<file path="src/rtl/assert_macros.svh">
// ----------------------------------------------------------------------------
// assert_macros
// Concurrent assertion macros used by the top-level RTL file.
// ----------------------------------------------------------------------------
`ifndef ASSERT_MACROS_SVH
`define ASSERT_MACROS_SVH
`ifndef SYNTHESIS
`define ASSERT_IMPLIES(label, clk, rst, pre, post) \
   label: assert property (@(posedge clk) disable iff (rst) (pre) |-> (post)) \
      else $error("assertion failed");
`define ASSERT_NEXT(label, clk, rst, pre, post) \
   label: assert property (@(posedge clk) disable iff (rst) (pre) |=> (post)) \
      else $error("assertion failed");
`else
`define ASSERT_IMPLIES(label, clk, rst, pre, post)
`define ASSERT_NEXT(label, clk, rst, pre, post)
`endif
`endif

</file>
<file path="src/rtl/ffha_pkg.sv">
// ----------------------------------------------------------------------------
// ffha_pkg
// Shared types and constants of the first-fit heap allocator.
// ----------------------------------------------------------------------------
package ffha_pkg;
   localparam int HEAP_UNITS_DEF   = 1024;
   localparam int HEADER_UNITS_DEF = 1;

   typedef enum logic [1:0] {
      OP_ALLOC = 2'd0,
      OP_FREE  = 2'd1,
      OP_QUERY = 2'd2,
      OP_NOP   = 2'd3
   } op_type;

   typedef enum logic [1:0] {
      ST_OK       = 2'd0,
      ST_NO_FIT   = 2'd1,
      ST_NO_BLOCK = 2'd2
   } status_type;

   // memory port request from the sequencer
   typedef struct packed {
      logic        rd_en;
      logic        wr_en;
      logic [15:0] rd_addr;
      logic [15:0] wr_addr;
      logic        wr_start;
      logic        wr_free;
      logic [16:0] wr_size;
   } mem_req_type;

   typedef struct packed {
      logic        start;
      logic        free;
      logic [16:0] size;
   } hdr_type;
endpackage

</file>
<file path="src/rtl/ffha_sequencer.sv">
// ----------------------------------------------------------------------------
// ffha_sequencer
// Walks headers for allocate and coalesce; handles free and query lookups.
// ----------------------------------------------------------------------------
module ffha_sequencer #(
   parameter int HEAP_UNITS   = ffha_pkg::HEAP_UNITS_DEF,
   parameter int HEADER_UNITS = ffha_pkg::HEADER_UNITS_DEF
) (
   input  logic                  clock,
   input  logic                  reset,
   input  logic                  init_done,
   input  logic                  cmd_valid,
   output logic                  cmd_ready,
   input  ffha_pkg::op_type      cmd_op,
   input  logic [10:0]           cmd_size,
   input  logic [9:0]            cmd_addr,
   output logic                  res_valid,
   input  logic                  res_ready,
   output logic [1:0]            res_status,
   output logic [9:0]            res_granted,
   output logic [10:0]           res_bsize,
   output logic [10:0]           res_used,
   output logic [31:0]           res_total,
   output ffha_pkg::mem_req_type mreq,
   input  ffha_pkg::hdr_type     rd
);
   import ffha_pkg::*;
   localparam logic [17:0] HEAP = 18'(HEAP_UNITS);
   localparam logic [17:0] HDR  = 18'(HEADER_UNITS);

   typedef enum logic [3:0] {
      S_IDLE, S_AREAD, S_AWAIT, S_FREAD, S_FWAIT,
      S_CREAD, S_CWAIT, S_NREAD, S_NWAIT, S_DONE
   } state_type;

   state_type   state_ff;
   op_type      op_ff;
   logic [10:0] size_ff;
   logic [17:0] pos_ff, nxt_ff;
   logic [16:0] psize_ff;
   logic [10:0] used_ff;
   logic [31:0] total_ff;
   logic [1:0]  status_ff;
   logic [9:0]  granted_ff;
   logic [10:0] bsize_ff;
   logic        res_valid_ff;

   logic [17:0] hdr_addr;
   logic        addr_ok;
   logic [17:0] next_pos;
   logic [32:0] tot_sum;

   assign hdr_addr = 18'(cmd_addr) - HDR;
   assign addr_ok  = (18'(cmd_addr) >= HDR) && (hdr_addr < HEAP);
   assign next_pos = pos_ff + HDR + 18'(rd.size);
   assign tot_sum  = 33'(total_ff) + 33'(cmd_size);

   assign cmd_ready  = (state_ff == S_IDLE) && init_done && !res_valid_ff;
   assign res_valid  = res_valid_ff;
   assign res_status = status_ff;
   assign res_granted = granted_ff;
   assign res_bsize  = bsize_ff;
   assign res_used   = used_ff;
   assign res_total  = total_ff;

   always_comb begin
      mreq = '0;
      case (state_ff)
         S_IDLE: begin
            mreq.rd_en   = cmd_valid && cmd_ready;
            mreq.rd_addr = 16'(hdr_addr);
         end
         S_AREAD, S_CREAD: begin
            mreq.rd_en = 1'b1;
            mreq.rd_addr = 16'(pos_ff);
         end
         S_NREAD: begin
            mreq.rd_en = 1'b1;
            mreq.rd_addr = 16'(nxt_ff);
         end
         S_AWAIT: begin
            if (rd.free && 18'(rd.size) == 18'(size_ff)) begin
               mreq.wr_en = 1'b1; mreq.wr_addr = 16'(pos_ff);
               mreq.wr_start = 1'b1; mreq.wr_size = rd.size;
            end else if (rd.free && 18'(rd.size) > 18'(size_ff) + HDR) begin
               // tail header; head written in S_DONE path below
               mreq.wr_en = 1'b1;
               mreq.wr_addr = 16'(pos_ff + HDR + 18'(size_ff));
               mreq.wr_start = 1'b1; mreq.wr_free = 1'b1;
               mreq.wr_size = 17'(18'(rd.size) - 18'(size_ff) - HDR);
            end
         end
         S_FWAIT: begin
            if (op_ff == OP_FREE && rd.start && !rd.free) begin
               mreq.wr_en = 1'b1; mreq.wr_addr = 16'(pos_ff);
               mreq.wr_start = 1'b1; mreq.wr_free = 1'b1;
               mreq.wr_size = rd.size;
            end
         end
         S_NWAIT: begin
            if (rd.free) begin
               mreq.wr_en = 1'b1; mreq.wr_addr = 16'(nxt_ff);
            end
         end
         S_DONE: begin
            // head rewrite after split or coalesce
            if (op_ff == OP_ALLOC || op_ff == OP_FREE) begin
               mreq.wr_en = 1'b1; mreq.wr_addr = 16'(pos_ff);
               mreq.wr_start = 1'b1; mreq.wr_free = (op_ff == OP_FREE);
               mreq.wr_size = psize_ff;
            end
         end
         default: ;
      endcase
   end

   always_ff @(posedge clock) begin
      if (reset) begin
         state_ff <= S_IDLE;
         res_valid_ff <= 1'b0;
         used_ff <= '0;
         total_ff <= '0;
      end else begin
         if (res_valid_ff && res_ready) res_valid_ff <= 1'b0;
         case (state_ff)
            S_IDLE: if (cmd_valid && cmd_ready) begin
               op_ff <= cmd_op; size_ff <= cmd_size;
               status_ff <= ST_OK; granted_ff <= '0; bsize_ff <= '0;
               pos_ff <= '0;
               case (cmd_op)
                  OP_ALLOC: begin
                     total_ff <= tot_sum[32] ? '1 : tot_sum[31:0];
                     state_ff <= S_AREAD;
                  end
                  OP_FREE, OP_QUERY: begin
                     pos_ff <= hdr_addr;
                     if (addr_ok) state_ff <= S_FWAIT;
                     else begin
                        status_ff <= ST_NO_BLOCK; res_valid_ff <= 1'b1;
                     end
                  end
                  default: res_valid_ff <= 1'b1;
               endcase
            end
            S_AREAD: begin
               if (pos_ff < HEAP) state_ff <= S_AWAIT;
               else begin
                  status_ff <= ST_NO_FIT; res_valid_ff <= 1'b1;
                  state_ff <= S_IDLE;
               end
            end
            S_AWAIT: begin
               if (rd.free && 18'(rd.size) == 18'(size_ff)) begin
                  granted_ff <= 10'(pos_ff + HDR);
                  used_ff <= used_ff + size_ff;
                  res_valid_ff <= 1'b1; state_ff <= S_IDLE;
               end else if (rd.free && 18'(rd.size) > 18'(size_ff) + HDR) begin
                  granted_ff <= 10'(pos_ff + HDR);
                  used_ff <= used_ff + size_ff;
                  psize_ff <= 17'(size_ff);
                  state_ff <= S_DONE;
               end else begin
                  pos_ff <= next_pos; state_ff <= S_AREAD;
               end
            end
            S_FWAIT: begin
               if (!rd.start) begin
                  status_ff <= ST_NO_BLOCK; res_valid_ff <= 1'b1;
                  state_ff <= S_IDLE;
               end else if (op_ff == OP_QUERY) begin
                  bsize_ff <= 11'(rd.size); res_valid_ff <= 1'b1;
                  state_ff <= S_IDLE;
               end else if (rd.free) begin
                  res_valid_ff <= 1'b1; state_ff <= S_IDLE;
               end else begin
                  used_ff <= used_ff - 11'(rd.size);
                  pos_ff <= '0; state_ff <= S_CREAD;
               end
            end
            S_CREAD: begin
               if (pos_ff < HEAP) state_ff <= S_CWAIT;
               else begin res_valid_ff <= 1'b1; state_ff <= S_IDLE; end
            end
            S_CWAIT: begin
               psize_ff <= rd.size;
               nxt_ff <= next_pos;
               if (rd.free && next_pos < HEAP) state_ff <= S_NREAD;
               else begin pos_ff <= next_pos; state_ff <= S_CREAD; end
            end
            S_NREAD: state_ff <= S_NWAIT;
            S_NWAIT: begin
               if (rd.free) begin
                  // absorb the neighbour, then try the one after it
                  psize_ff <= 17'(18'(psize_ff) + HDR + 18'(rd.size));
                  nxt_ff <= nxt_ff + HDR + 18'(rd.size);
                  if (nxt_ff + HDR + 18'(rd.size) < HEAP) state_ff <= S_NREAD;
                  else state_ff <= S_DONE;
               end else begin
                  state_ff <= S_DONE;
               end
            end
            S_DONE: begin
               if (op_ff == OP_ALLOC) begin
                  res_valid_ff <= 1'b1; state_ff <= S_IDLE;
               end else begin
                  pos_ff <= nxt_ff; state_ff <= S_CREAD;
               end
            end
            default: state_ff <= S_IDLE;
         endcase
      end
   end
endmodule

</file>
<file path="config.mk">
export PLATFORM = sky130hd
export DESIGN_NAME = ffha_sequencer
export DESIGN_NICKNAME = d
export VERILOG_FILES = /design/src/rtl/assert_macros.svh /design/src/rtl/ffha_pkg.sv /design/src/rtl/ffha_sequencer.sv
export SDC_FILE = /design/constraint.sdc
export NUM_CORES = 1
export LEC_CHECK = 0
export ABC_CLOCK_PERIOD_IN_PS = 5000
export BUFFER_PORTS_ARGS = -buffer_cell sky130_fd_sc_hd__buf_2
export CAP_MARGIN = 20
export CORE_ASPECT_RATIO = 0.9
export CORE_MARGIN = 1.5
export CORE_UTILIZATION = 50
export DETAILED_ROUTE_END_ITERATION = 10
export PLACE_DENSITY_LB_ADDON = 0.15
export REMOVE_ABC_BUFFERS = 1
export SLEW_MARGIN = 10
export SYNTH_ARGS = -nofsm -noshare
export SYNTH_HDL_FRONTEND = slang
export SYNTH_SLANG_ARGS = --single-unit
</file>
<file path="constraint.sdc">
create_clock -name clock -period 5 [get_ports clock]
set_input_delay 0.5 -clock clock [delete_from_list [all_inputs] [get_ports clock]]
set_output_delay 0.5 -clock clock [all_outputs]
set_load 0.01 [all_outputs]
</file>
After elaboration in Yosys (flattened, before gate mapping) --
Cells that the tools add are included.
Cells by class: equal/unequal tests 29, $add $sub $neg 14, magnitude comparators 6, mux-type cells 80, reductions and logical operators 36, bitwise logic cells 1
Operators with widths (number):
- 2-to-1 mux 18 bit | 10
- 2-to-1 mux 35 bit | 3
- case mux 18 bit (5 select lines) | 1
- 2-to-1 mux 11 bit | 8
- 2-to-1 mux 17 bit | 5
- < comparator 18 x 11 -> 1 bit, second input constant | 4
- case mux 16 bit (4 select lines) | 1
- case mux 19 bit (3 select lines) | 1
- case mux 17 bit (3 select lines) | 1
- case mux 16 bit (3 select lines) | 1
- case mux 11 bit (2 select lines) | 2
- adder 18 x 1 -> 18 bit, second input constant | 2
- adder 18 x 17 -> 18 bit | 2
- case mux 18 bit (2 select lines) | 1
- case mux 4 bit (9 select lines) | 1
- adder 32 x 11 -> 33 bit | 1
- 2-to-1 mux 32 bit | 1
- 2-to-1 mux 10 bit | 3
- 2-to-1 mux 4 bit | 6
- inequality test 2 bit, second input constant | 12
- case mux 10 bit (2 select lines) | 1
- AND reduction 5 bit | 4
- adder 17 x 1 -> 17 bit, second input constant | 1
- adder 17 bit | 1
- 42 further kinds | 93
Word-level totals: flip-flop bits (word level) 137, input bits 47, output and inout bits 121

Depth between registers and ports, before layout --
depth after elaboration 7, mapped depth 17

Least setup slack after synthesis --
OpenSTA, ideal clock, no wires.
path type register to register, start point reg size_ff[2], end point reg psize_ff[0] (enable), setup slack 0.724 ns, library setup time 0.423 ns, required time 4.577 ns, cell stages (with the launch flop) 15, path buffers 1, arrival time 3.853 ns, path through edfxtp_1 > clkbuf_1 > inv_1 > nor3_1 > nand3_1 > nor3b_1 > xnor2_1 > ha_1 > o21a_1 > nor2_1 > nor3b_1 > o32a_1 > o21a_1 > o211ai_1 > a311oi_1
On the way: cells in the longest elaborated chain, start to end 5
Ends and longest elaborated chain:
- from (decl) | RTL line ffha_sequencer.sv:38 | logic [10:0] size_ff;
- from (signal assigned) | RTL line ffha_sequencer.sv:127 | op_ff <= cmd_op; size_ff <= cmd_size;
- adder 11 x 1 -> 12 bit | RTL line ffha_sequencer.sv:157 | end else if (rd.free && 18'(rd.size) > 18'(size_ff) + HDR) begin
- greater-than comparator 17 x 12 -> 1 bit | RTL line ffha_sequencer.sv:157
- logical AND 1 bit | RTL line ffha_sequencer.sv:157
- inequality test 2 bit (no line)
- AND reduction 5 bit (no line) *
- to (signal assigned) | RTL line ffha_sequencer.sv:160 | psize_ff <= 17'(size_ff);
- to (signal assigned) | RTL line ffha_sequencer.sv:185 | psize_ff <= rd.size;
- to (signal assigned) | RTL line ffha_sequencer.sv:194 | psize_ff <= 17'(18'(psize_ff) + HDR + 18'(rd.size));
- to (decl) | RTL line ffha_sequencer.sv:40 | logic [16:0] psize_ff;
Mark *: on every way between the ends. The rest lies on a longest branch, timed or not. A chain may end at the register's enable or synchronous reset.

==> metrics.txt <==
Placed Area 13,400 um^2; critical path startpoint size_ff[3]; Final period util 0.943; RSZ-0062 raised after global routing false; DRC errors left 0; EDFF count, synth 89; Setup CP Type reg -> out; vias in the first global route 10,900; Max clock buf depth 2; Slew HR 0.263; area leader, netlist edfxtp_1; met2 Use GR 0.483; Max FO, Critical Path 11; Logic pwr share 0.231; most frequent cell after synthesis nand2_1; fillcell total 2,252; max-cap viol count 0; post-DP HPWL 31,400 um; Slew Viols, Final 0; FF+latch count, synth 137; I/O Buffers 167; Pre-Repair DR Iteration Count 5; Layout area overhead 14.9%; Worst Skew 0.0187 ns; reg2reg start pos_ff[2]; Clk Latency, worst-skew pair 0.44 ns; asr flop ratio synth 0; CP arrival 4.22 ns; clk sink count 137; final core utilization 0.582; switching fraction of total power 0.327; Fin Setup TNS 0 ns; Peak VDD IR 0.195 mV; Synth top area share 0.219; synth top area cells edfxtp_1 22%, ha_1 12%, dfxtp_1 7.9%, xnor2_1 5.0%, o21ai_0 4.8%; Clock Power Share 0.388; Reg power frac 0.381; Power Internal 2.27 mW; Final Hold Viols 0; met3 Use GR 0.0591; YS warnings 0; Max Clock Freq 0.212 GHz; Final setup viols 0; Critical Path Start Type register; die width 168 um; Root Buffer clkbuf_16; Psw 1.10 mW; area of the multi-input gates 8110 um^2; 1st-iter DRT viols 1,221; Hold Crit Class in -> reg; cells after synthesis 1,439; die height 151 um; ANT nets after route 0; minimum clock period 4.72 ns; P_leak 5.98 nW; clock slew at reported path FFs 0.07 ns; Distinct cells, synth 86; layout cells sized above 1 0.164; GRT overflow 0; initial antenna violation count 2; power per cell area 240 nW/um^2; GRT Resource Usage Total 0.318; pre-CTS setup slack 0.406 ns; detailed-route via count 12,000; Data required, critical path 4.50 ns; HP Start cmd_size[8]; Syn Area/Cell 8.49 um^2; CTS tree built; Worst Max-Slew Pin Slew 1.10 ns; die area 25,400 um^2; worst setup margin 0.285 ns; Worst Setup End Kind output port; CTS buffer count 17; Wirelength per Cell 21.2 um; # IOs 168; Post-synth top cells 121 x nand2_1, 117 x nor2_1, 116 x o21ai_0, 113 x ha_1; H-tree Lvls 4; vias per inst 6.23; routed wire length 40,700 um; busiest grt layer met2; Final #Nets 1,766; Reg area 3630 um^2; register area share after synthesis 0.297; Main synth FF type edfxtp_1; Post-Synthesis Cell Area 12,200 um^2; Starting Density 0.506; core area 24,100 um^2; first-pass GRT wire length 61,400 um; post-route cell area 14,000 um^2; met1 global-route usage 0.446; RD Place Congestion 1.02; outcome completed; Core Rows 54; largest net degree at the start of global routing 47
-- timing repair --
| action | CTS | global route |
|---|---|---|
| pin swaps | 0 | 0 |
| resized for setup | 2 | 4 |
| setup buffers | 0 | 0 |
| endpoints found under the setup margin | 1 | 32 |
| hold buffers | 0 | 0 |
-- through the flow --
stage	hold WS (ns)	total power [mW]	instances
2_1_floorplan	0.490	1.80	1386
3_3_place_gp	0.465	2.05	1886
3_5_place_dp	0.471	2.06	1886
4_1_cts	0.268	3.36	1918
5_1_grt	0.269	3.49	1920
6_report	0.283	3.37	1921
-- sequential cells by signal, indices dropped and copies added, names as in the netlist --
register / cells
res_total: 32
nxt_ff: 18
pos_ff: 18
psize_ff: 17
res_bsize: 11
res_used: 11
size_ff: 11
res_granted: 10
state_ff: 4
op_ff: 2
res_status: 2
res_valid: 1
-- power by group through the flow --
stage | sequential [mW] | combinational, mW | clock [mW]
2_1_floorplan | 1.31 | 0.491 | 0
3_3_place_gp | 1.31 | 0.746 | 0
3_5_place_dp | 1.31 | 0.754 | 0
4_1_cts | 1.28 | 0.761 | 1.31
5_1_grt | 1.29 | 0.850 | 1.35
6_report | 1.28 | 0.778 | 1.31
-- layer usage --
layer | routed length (um) | vias up
met2 | 17400 | 584
met5 | 0 | -
met1 | 18400 | 5592
li1 | - | 5707
met3 | 3550 | 82
met4 | 1370 | 0
-- layout make-up --
| type | instances | share of cell area |
|---|---|---|
| antenna | 1 | 0.000178 |
| clock inverter | 14 | 0.0106 |
| inverter | 74 | 0.0198 |
| clock buffer | 18 | 0.0313 |
| tap | 308 | 0.0275 |
| multi-input combinational | 1175 | 0.578 |
| sequential | 137 | 0.259 |
| timing repair buffer | 194 | 0.0740 |
-- placed cells by master (no fill, tap or decap), types with 48 or more instances in the layout --
cell and count:
edfxtp_1 89, inv_1 73, a22oi_1 48, ha_1 113, dfxtp_1 48, o21ai_0 115
xnor2_1 70, xor2_1 49, a21oi_1 89, buf_2 167, nor2_1 117, nand2_1 121
-- critical path, cell delays in order, from the launching register on --
cell,delay (ns)
edfxtp_1,0.54
inv_1,0.18
nor3_1,0.22
nand3_1,0.19
nor3b_1,0.34
xnor2_1,0.11
ha_1,0.32
o21a_1,0.11
nor2_1,0.04
nor3b_1,0.17
o32a_1,0.20
o2111ai_1,0.18
and2_2,0.35
or4_1,0.49
o211ai_1,0.18
buf_2,0.16
-- worst paths after layout --
path / slack (ns) / end / cells past startpoint
worst max-delay path: 0.28 / mreq[14] / 15
worst min-delay path: 0.28 / size_ff[8] / 1
worst max register to register: 0.69 / pos_ff[1] / 15
worst min register to register: 0.48 / res_total[17] / 2
-- kinds of logic after synthesis --
family | count (synthesis) | synth area share
and+or+nand+nor | 476 | 0.193
AOI/OAI and AO/OA | 447 | 0.244
DFF | 137 | 0.297
buffers and inverters | 127 | 0.0417
xor gates and xnor gates | 120 | 0.0867
adders and majority gates | 120 | 0.127
muxes | 12 | 0.00994
(Power assumes the default switching activity.)
